==> config.mk <==
export PLATFORM = sky130hd
export DESIGN_NAME = header_length_sum_frame_receiver
export DESIGN_NICKNAME = d
export VERILOG_FILES = /design/src/hlsfr_pkg.sv /design/src/hlsfr_ctrl.sv /design/src/hlsfr_dpath.sv /design/src/header_length_sum_frame_receiver.sv
export SDC_FILE = /design/constraint.sdc
export NUM_CORES = 1
export LEC_CHECK = 0
export ABC_AREA = 0
export BUFFER_PORTS_ARGS = -buffer_cell sky130_fd_sc_hd__buf_2
export CAP_MARGIN = 20
export CELL_PAD_IN_SITES_DETAIL_PLACEMENT = 0
export CELL_PAD_IN_SITES_GLOBAL_PLACEMENT = 2
export CORE_MARGIN = 3
export CORE_UTILIZATION = 35
export DETAILED_ROUTE_END_ITERATION = 8
export PLACE_DENSITY_LB_ADDON = 0.1
export SLEW_MARGIN = 25
export SYNTH_ARGS = -nofsm -noshare
export SYNTH_HDL_FRONTEND = slang
export SYNTH_SLANG_ARGS = --single-unit
==> constraint.sdc <==
create_clock -name clk -period 2.95 [get_ports clk]
set_input_delay 0.1475 -clock clk [delete_from_list [all_inputs] [get_ports clk]]
set_output_delay 0.1475 -clock clk [all_outputs]
set_load 0.05 [all_outputs]
==> src/hlsfr_pkg.sv <==
// shared constants, state codes and controller/datapath interface types
package hlsfr_pkg;

    localparam int unsigned MAX_PAYLOAD = 64;
    localparam int unsigned LEN_W       = $clog2(MAX_PAYLOAD + 1);
    localparam int unsigned IDX_W       = (MAX_PAYLOAD > 1) ? $clog2(MAX_PAYLOAD) : 1;

    localparam logic [7:0] HDR_A = 8'hAA;
    localparam logic [7:0] HDR_B = 8'h55;

    typedef enum logic [2:0] {
        ST_HDR1,
        ST_HDR2,
        ST_LEN,
        ST_DATA,
        ST_SUM,
        ST_RD,
        ST_LD,
        ST_ONE
    } state_t;

    typedef struct packed {
        logic hdr_ok;
        logic len_load;
        logic data_wr;
        logic sum_chk;
        logic rd_issue;
        logic out_load_data;
        logic out_load_single;
    } cmd_t;

    typedef struct packed {
        logic hdr_a;
        logic hdr_b;
        logic len_in_zero;
        logic len_in_big;
        logic data_last;
        logic sum_ok;
        logic len_is_zero;
        logic rd_last;
        logic out_free;
    } stat_t;

endpackage

==> src/hlsfr_ctrl.sv <==
// frame controller: hunt, header, length, payload, checksum and readout sequencing
module hlsfr_ctrl
    import hlsfr_pkg::*;
(
    input  logic   clk,
    input  logic   rst_n,
    input  logic   in_valid,
    output logic   in_stall,
    input  stat_t  st,
    output cmd_t   cmd
);

    state_t state_reg;
    state_t state_next;
    logic   acc;

    always_ff @(posedge clk or negedge rst_n)
    begin
        if (!rst_n)
        begin
            state_reg <= ST_HDR1;
        end
        else
        begin
            state_reg <= state_next;
        end
    end

    always_comb
    begin
        in_stall = !(state_reg inside {ST_HDR1, ST_HDR2, ST_LEN, ST_DATA, ST_SUM});
        acc      = in_valid && !in_stall;
    end

    always_comb
    begin
        state_next = state_reg;
        cmd        = '0;
        case (state_reg)
            ST_HDR1:
            begin
                if (acc && st.hdr_a)
                begin
                    state_next = ST_HDR2;
                end
            end
            ST_HDR2:
            begin
                if (acc)
                begin
                    if (st.hdr_b)
                    begin
                        cmd.hdr_ok = 1'b1;
                        state_next = ST_LEN;
                    end
                    else
                    begin
                        state_next = ST_HDR1;
                    end
                end
            end
            ST_LEN:
            begin
                if (acc)
                begin
                    if (st.len_in_big)
                    begin
                        state_next = ST_HDR1;
                    end
                    else
                    begin
                        cmd.len_load = 1'b1;
                        state_next   = st.len_in_zero ? ST_SUM : ST_DATA;
                    end
                end
            end
            ST_DATA:
            begin
                if (acc)
                begin
                    cmd.data_wr = 1'b1;
                    if (st.data_last)
                    begin
                        state_next = ST_SUM;
                    end
                end
            end
            ST_SUM:
            begin
                if (acc)
                begin
                    cmd.sum_chk = 1'b1;
                    state_next  = (st.sum_ok && !st.len_is_zero) ? ST_RD : ST_ONE;
                end
            end
            ST_RD:
            begin
                cmd.rd_issue = 1'b1;
                state_next   = ST_LD;
            end
            ST_LD:
            begin
                if (st.out_free)
                begin
                    cmd.out_load_data = 1'b1;
                    state_next        = st.rd_last ? ST_HDR1 : ST_RD;
                end
            end
            ST_ONE:
            begin
                if (st.out_free)
                begin
                    cmd.out_load_single = 1'b1;
                    state_next          = ST_HDR1;
                end
            end
            default:
            begin
                state_next = ST_HDR1;
            end
        endcase
    end

    // a payload beat is only loaded after its memory read
    assert property (@(posedge clk) disable iff (!rst_n)
        state_reg == ST_LD |-> $past(state_reg) == ST_RD || $past(state_reg) == ST_LD)
        else $error("readout load without preceding read");

    assert property (@(posedge clk) disable iff (!rst_n)
        !(cmd.out_load_data && cmd.out_load_single))
        else $error("two output loads at once");

    assert property (@(posedge clk) disable iff (!rst_n)
        cmd.sum_chk |=> state_reg == ST_RD || state_reg == ST_ONE)
        else $error("checksum beat not followed by a report");

endmodule

==> src/hlsfr_dpath.sv <==
// frame datapath: length, position, running sum, payload store and output register
module hlsfr_dpath
    import hlsfr_pkg::*;
(
    input  logic             clk,
    input  logic             rst_n,
    input  cmd_t             cmd,
    output stat_t            st,
    input  logic [7:0]       rx_byte,
    input  logic             out_stall,
    output logic             out_valid,
    output logic [7:0]       payload_byte,
    output logic             byte_valid,
    output logic             frame_status,
    output logic [LEN_W-1:0] frame_size,
    output logic             last_of_frame
);

    logic [7:0]       mem [MAX_PAYLOAD];
    logic [LEN_W-1:0] len_reg;
    logic [LEN_W-1:0] wpos_reg;
    logic [LEN_W-1:0] rpos_reg;
    logic [7:0]       sum_reg;
    logic             err_reg;
    logic [7:0]       rdata_reg;
    logic             out_valid_reg;
    logic [7:0]       payload_reg;
    logic             bvalid_reg;
    logic             status_reg;
    logic [LEN_W-1:0] size_reg;
    logic             last_reg;
    logic [LEN_W-1:0] wpos_inc;
    logic [LEN_W-1:0] rpos_inc;

    assign wpos_inc = wpos_reg + LEN_W'(1);
    assign rpos_inc = rpos_reg + LEN_W'(1);

    always_comb
    begin
        st.hdr_a       = (rx_byte == HDR_A);
        st.hdr_b       = (rx_byte == HDR_B);
        st.len_in_zero = (rx_byte == 8'd0);
        st.len_in_big  = ({1'b0, rx_byte} > 9'(MAX_PAYLOAD));
        st.data_last   = (wpos_inc >= len_reg);
        st.sum_ok      = (sum_reg == rx_byte);
        st.len_is_zero = (len_reg == '0);
        st.rd_last     = (rpos_inc == len_reg);
        st.out_free    = !out_valid_reg || !out_stall;
    end

    // payload store
    always_ff @(posedge clk)
    begin
        if (cmd.data_wr)
        begin
            mem[wpos_reg[IDX_W-1:0]] <= rx_byte;
        end
        if (cmd.rd_issue)
        begin
            rdata_reg <= mem[rpos_reg[IDX_W-1:0]];
        end
    end

    always_ff @(posedge clk or negedge rst_n)
    begin
        if (!rst_n)
        begin
            len_reg  <= '0;
            wpos_reg <= '0;
            rpos_reg <= '0;
            sum_reg  <= '0;
            err_reg  <= 1'b0;
        end
        else
        begin
            if (cmd.hdr_ok)
            begin
                sum_reg <= HDR_A + HDR_B;
            end
            if (cmd.len_load)
            begin
                len_reg  <= rx_byte[LEN_W-1:0];
                wpos_reg <= '0;
                sum_reg  <= sum_reg + rx_byte;
            end
            if (cmd.data_wr)
            begin
                wpos_reg <= wpos_inc;
                sum_reg  <= sum_reg + rx_byte;
            end
            if (cmd.sum_chk)
            begin
                err_reg  <= !st.sum_ok;
                rpos_reg <= '0;
            end
            if (cmd.out_load_data)
            begin
                rpos_reg <= rpos_inc;
            end
        end
    end

    always_ff @(posedge clk or negedge rst_n)
    begin
        if (!rst_n)
        begin
            out_valid_reg <= 1'b0;
        end
        else if (cmd.out_load_data || cmd.out_load_single)
        begin
            out_valid_reg <= 1'b1;
        end
        else if (!out_stall)
        begin
            out_valid_reg <= 1'b0;
        end
    end

    always_ff @(posedge clk)
    begin
        if (cmd.out_load_data)
        begin
            payload_reg <= rdata_reg;
            bvalid_reg  <= 1'b1;
            status_reg  <= 1'b0;
            size_reg    <= len_reg;
            last_reg    <= st.rd_last;
        end
        else if (cmd.out_load_single)
        begin
            payload_reg <= 8'd0;
            bvalid_reg  <= 1'b0;
            status_reg  <= err_reg;
            size_reg    <= len_reg;
            last_reg    <= 1'b1;
        end
    end

    assign out_valid     = out_valid_reg;
    assign payload_byte  = payload_reg;
    assign byte_valid    = bvalid_reg;
    assign frame_status  = status_reg;
    assign frame_size    = size_reg;
    assign last_of_frame = last_reg;

    assert property (@(posedge clk) disable iff (!rst_n)
        cmd.data_wr |-> wpos_reg < len_reg)
        else $error("payload write past frame length");

    assert property (@(posedge clk) disable iff (!rst_n)
        (cmd.out_load_data || cmd.out_load_single) |-> (!out_valid_reg || !out_stall))
        else $error("output register overwritten while held");

    assert property (@(posedge clk) disable iff (!rst_n)
        out_valid_reg && bvalid_reg |-> size_reg != '0 && !status_reg)
        else $error("payload beat with bad size or status");

endmodule

==> src/header_length_sum_frame_receiver.sv <==
// top level of the length-prefixed frame receiver with additive checksum
//
//  channel   valid      stall      payload
//  -------   --------   --------   ----------------------------------------------
//  input     in_valid   in_stall   rx_byte
//  output    out_valid  out_stall  payload_byte, byte_valid, frame_status,
//                                  frame_size, last_of_frame
//
//  header, length, payload and checksum bytes are each accepted without stalling the input
//  readout of an accepted frame does a memory read, then an output register load, for each
//  payload beat, the load waiting while the output is held; an empty or error report is a single load
//  the input is stalled for the whole readout, set by the single payload store read port
//  rst_n clears the controller, counters and output valid; the store keeps stale bytes
//  a stalled output beat holds in the output register and halts the readout
module header_length_sum_frame_receiver
    import hlsfr_pkg::*;
(
    input  logic             clk,
    input  logic             rst_n,
    input  logic             in_valid,
    output logic             in_stall,
    input  logic [7:0]       rx_byte,
    output logic             out_valid,
    input  logic             out_stall,
    output logic [7:0]       payload_byte,
    output logic             byte_valid,
    output logic             frame_status,
    output logic [LEN_W-1:0] frame_size,
    output logic             last_of_frame
);

    // commands from the controller, status back from the datapath
    cmd_t  cmd;
    stat_t st;

    hlsfr_ctrl u_ctrl (
        .clk      (clk),
        .rst_n    (rst_n),
        .in_valid (in_valid),
        .in_stall (in_stall),
        .st       (st),
        .cmd      (cmd)
    );

    // holds the running sum, the payload store and the output beat register
    hlsfr_dpath u_dpath (
        .clk           (clk),
        .rst_n         (rst_n),
        .cmd           (cmd),
        .st            (st),
        .rx_byte       (rx_byte),
        .out_stall     (out_stall),
        .out_valid     (out_valid),
        .payload_byte  (payload_byte),
        .byte_valid    (byte_valid),
        .frame_status  (frame_status),
        .frame_size    (frame_size),
        .last_of_frame (last_of_frame)
    );

endmodule

# After elaboration in Yosys (flattened, before gate mapping)
# Memories as Yosys holds them, arrays and structs flattened. A register that Yosys moved wholly into a read port is not among the register bits.
# Index checks and enable logic that the tools add are counted.
# W data, S select, Z words.
word_totals:
  regBits: 52
  mem_bits_rw: 512
  input_bits: 12
  output_inout_bits: 20
  n_memories: 1
op_classes:
  n_addsub: 3
  order_cmp: 2
  eq_ne: 20
  n_mux: 44
  reduce_logical: 19
mem_list:
  columns: ["name", "depth", "word_bits", "rd", "rd_clocked_by_memory_dff", "wr", "line_no", "text"]
  rows:
  - ["u_dpath.mem", 64, 8, 1, 1, 1, "hlsfr_dpath.sv:19", "logic [7:0] mem [MAX_PAYLOAD];"]
op_table:
  columns: ["operator", "count"]
  rows:
  - ["$mux W7", 6]
  - ["$mux W8", 5]
  - ["$mux W3", 11]
  - ["$pmux W3 S8", 1]
  - ["$mux W1", 19]
  - ["$add A7 B1 Y7 const B", 2]
  - ["$eq A3 B3 Y1 const B", 4]
  - ["$ne A2 B1 Y1 const B", 5]
  - ["$add A8 B8 Y8", 1]
  - ["$eq A8 B7 Y1 const B", 1]
  - ["$eq A8 B8 Y1", 1]
  - ["$eq A8 B8 Y1 const B", 1]
  - ["$gt A8 B7 Y1 const B", 1]
  - ["$logic_not A8 Y1", 1]
  - ["$ne A2 B2 Y1 const B", 4]
  - ["$reduce_and A8 Y1", 1]
  - ["$eq A7 B7 Y1", 1]
  - ["$ge A7 B7 Y1", 1]
  - ["$logic_not A7 Y1", 1]
  - ["$eq A3 B2 Y1 const B", 2]
  - ["$reduce_bool A2 Y1", 3]
  - ["$logic_not A1 Y1", 5]
  - ["$reduce_bool A5 Y1", 1]
  - ["$mux W2", 2]
  - ["other kinds (5)", 8]

# Logic depth before layout (Yosys ltp)
logic_depth:
  word_depth: 8
  ltp_mapped: 11
  ltp_nobuf: 10

# By module
# From an unflattened synthesis, not the netlist that was laid out.
hier_totals:
  cells_unflattened: 1228
  hier_area_um2: 23107.2
modules_own_cells:
  columns: ["mod", "n_inst", "cells_each", "area_per_inst_um2", "seq_area_each_um2"]
  rows:
  - ["hlsfr_dpath", 1, 1185, 22793.1, 16911.2]
  - ["hlsfr_ctrl", 1, 43, 314.1, 75.1]

# Worst setup path before layout
# No wires, ideal clock.
synth_timing:
  kind: "flip-flop to flip-flop"
  startpoint: "register u_dpath.wpos_reg[3]"
  endpoint: "register u_ctrl.state_reg[1]"
  arrival_time_ps: 2445
  required_ps: 2813
  setup_slack_ps: 369
  stages_incl_launch_ff: 11
  path_buffers: 1
  synth_period_minus_slack_ps: 2581
  cell_sequence: "dfrtp_1 -> clkbuf_1 -> nand3_1 -> nor2_1 -> xor2_1 -> ha_1 -> and3_1 -> a2111oi_0 -> a211oi_2 -> a21oi_1 -> a21oi_1"
synth_between:
  elab_chain_len: 4
synth_lines:
  columns: ["item", "line_no", "text"]
  rows:
  - ["from (decl)", "hlsfr_dpath.sv:21", "logic [LEN_W-1:0] wpos_reg;"]
  - ["from (signal assigned)", "hlsfr_dpath.sv:88", "wpos_reg <= wpos_inc;"]
  - ["$add A7 B1 Y7", "hlsfr_dpath.sv:35", "assign wpos_inc = wpos_reg + LEN_W'(1);"]
  - ["$ge A7 B7 Y1", "hlsfr_dpath.sv:44", "st.data_last = (wpos_inc >= len_reg);"]
  - ["$ne A2 B2 Y1 (no source line)", null, null]
  - ["$reduce_and A8 Y1 (no source line)", null, null]
  - ["to (signal assigned)", "hlsfr_ctrl.sv:25", "state_reg <= state_next;"]
  - ["to (decl)", "hlsfr_ctrl.sv:13", "state_t state_reg;"]
# Every way passes these cells.
# A chain may end at the register's enable or synchronous reset.

==> impl_metrics.yaml <==
finish:
  final_area_sq_mm: 0.0272
  drive_gt1_frac: 0.316
  mostFrequentLayoutCell: "edfxtp_1"
  syn2layout_area_growth_pct: 18.3
  finalNetCount: 1375
  multi_input_comb_area_sq_mm: 0.00566
  final_cell_mix: "536 x edfxtp_1, 144 x mux4_2, 123 x buf_4, 87 x nor2_1, 70 x clkbuf_16"
  stdcell_count: 2253
  largest_reg_flops: 512
  regArea_sq_mm: 0.0170
  fill_cells: 5844
  finish.utilization: 0.421
worst_setup_path:
  worst_path_max_delay_cell: "mux4_2"
  crit_buf_inv: 3
  crit_family: "multiplexers"
  crit_cells: 7
  r2r_end: "u_dpath.rdata_reg[7]"
  worstPathArrival_ns: 3.03
  crit_type: "reg -> reg"
  crit_chain: "buf_12, buf_12, mux4_2, mux4_2, o22ai_1, buf_4, a31oi_1"
  r2r_cells: 7
  max_stage_delay_ns: 0.57
  crit_end: "u_dpath.rdata_reg[7]"
  end_kind: "flop"
  critPathLaunch: "u_dpath.rpos_reg[0]"
  cp-start-kind: "flop"
  path_max_fanout: 17
  regToRegSetupSlack_ns: 0.24
  r2r_start: "u_dpath.rpos_reg[0]"
  worstPathRequired_ns: 3.27
outcome:
  outcome: "finished clean"
synth:
  synth-seq-cells: 572
  syn_inst: 1169
  yosysSeqAreaShare: 0.738
  synth_ff_type: "edfxtp_1"
  yosysUniqueCellTypes: 59
  syn_area_per_cell_sq_um: 19.7
  synth_edf_count: 536
  syn_nets: 1198
  yosys_warnings: 0
  ys_async_sr_fraction: 0.0594
  netlist_area_sq_mm: 0.0230
clock_network:
  cts_buffers: 67
  clk_path_buf_depth: 3
  clk_pin_slew_ns: 0.06
  cts_num_sinks: 572
  root_buffer: "clkbuf_16"
  cts_tree: "built"
  clock_latency_ns: 0.59
  cts_max_level: 3
  cts_setup_buffers: 0
timing:
  hold_viol: 0
  holdWs_ns: 0.0892
  fmax_mhz: 369
  finalCritPeriodShare: 0.918
  finalWorstSetupSlack_ns: 0.242
  setup_viol_count_final: 0
  rsz0062_at_grt: "false"
  slew_headroom: 0.377
  skew_ns: 0.0164
  finalMaxSlewViolations: 0
  worst_slew_pin_slew_ns: 0.934
  min_period_ns: 2.71
  setup_tns_ns: 0
global_routing:
  grt-ovfl-total: 0
  first_global_vias: 12200
  grt_pass1_wl_mm: 85.5
  antenna_found_initial: 3
  grt_usage: 0.170
  grt_max_degree: 66
die:
  start_util: 0.356
  die-area_sq_mm: 0.0688
  die_w_um: 262
  core-area_sq_mm: 0.0647
  num_rows: 93
  die_h_um: 262
  ios: 32
pwr:
  power.total_mw: 20.1
  ir_drop_mv: 0.436
  power_density_mw_per_mm2: 739
  leakage_nw: 8.86
detailed_routing:
  vias: 11500
  wl_met3_mm: 2.53
  first_iter_violations: 897
  drt-met1-wl_mm: 26.6
  drc: 0
  firstDrtPassIters: 5
  postRouteAntennaNets: 0
  wl_mm: 58.0
  vias_per_cell: 5.10
  wl_per_cell_um: 25.7
  dr_wl_met2_mm: 27.8
  top_layer: "met4"
placement:
  gp_congestion: 0.758
  placedCellCount: 2126
  pre_cts_slack_ns: 0.196
  dpl_cell_area_sq_mm: 0.0250
  port_buffers: 31
  hpwl_mm: 36.9
run:
  max_cap_viol_count: 0
worst_hold_path:
  min_path_type: "in -> reg"
-- how the worst min path moves through the flow --
stage	start	to	slack, ns	cells past startpoint
3_5_place_dp	rst_n	u_dpath.rpos_reg[6]	0.34	1
6_report	rx_byte[6]	u_dpath.len_reg[6]	0.09	2
5_1_grt	in_valid	u_dpath.len_reg[1]	0.12	3
3_3_place_gp	rst_n	u_dpath.rpos_reg[6]	0.35	1
2_1_floorplan	rst_n	u_ctrl.state_reg[0]	-0.15	0
4_1_cts	rx_byte[6]	u_dpath.len_reg[6]	0.08	2
-- report_power, final --
group | leakage (nW) | internal [mW] | switching (mW)
Clock | 1.03 | 4.71 | 3.23
Sequential | 5.28 | 9.08 | 0.203
Combinational | 2.54 | 1.36 | 1.54
Total | 8.86 | 15.1 | 4.97
-- cell usage after synthesis (all sizes together) (16+ instances only) --
library cell / instances / share of area
nand3: 21 / 0.0050
edfxtp: 536 / 0.70
ha: 16 / 0.0087
nand2: 51 / 0.0083
mux4: 144 / 0.14
clkbuf: 18 / 0.0029
dfrtp: 34 / 0.037
buf: 43 / 0.0099
mux2: 30 / 0.015
o21ai: 17 / 0.0037
nor2: 87 / 0.014
inv: 16 / 0.0026
-- cell families (layout without fill, tap and decap cells) --
family,Yosys count,after routing,synth area share
compound gates,86,86,0.0261
xor+xnor,24,24,0.00914
fa+ha+maj,17,17,0.00957
buf+inv,78,306,0.0156
flops,572,572,0.738
mux,183,183,0.160
other cells,0,1,0
simple gates,209,209,0.0416
-- what timing repair did --
item                       4_1_cts  5_1_grt
gates resized for setup          0        2
setup endpoints to repair        0        3
hold endpoints to repair        53        0
hold buffers                     6        0
-- area by class of cell --
class	count	area share
repair buffers	169	0.0484
flip-flops and latches	572	0.624
multi-input cells	519	0.208
inverters	17	0.00234
clock buffers	87	0.0667
well taps	855	0.0393
clock inverters	33	0.0107
diodes	1	0.0000919
-- layer usage --
layer	global-route usage	up-vias
met5	0	-
met4	0.0461	0
met3	0.0268	77
met2	0.273	229
met1	0.244	6060
li1	-	5114
(Power assumes the default switching activity.)
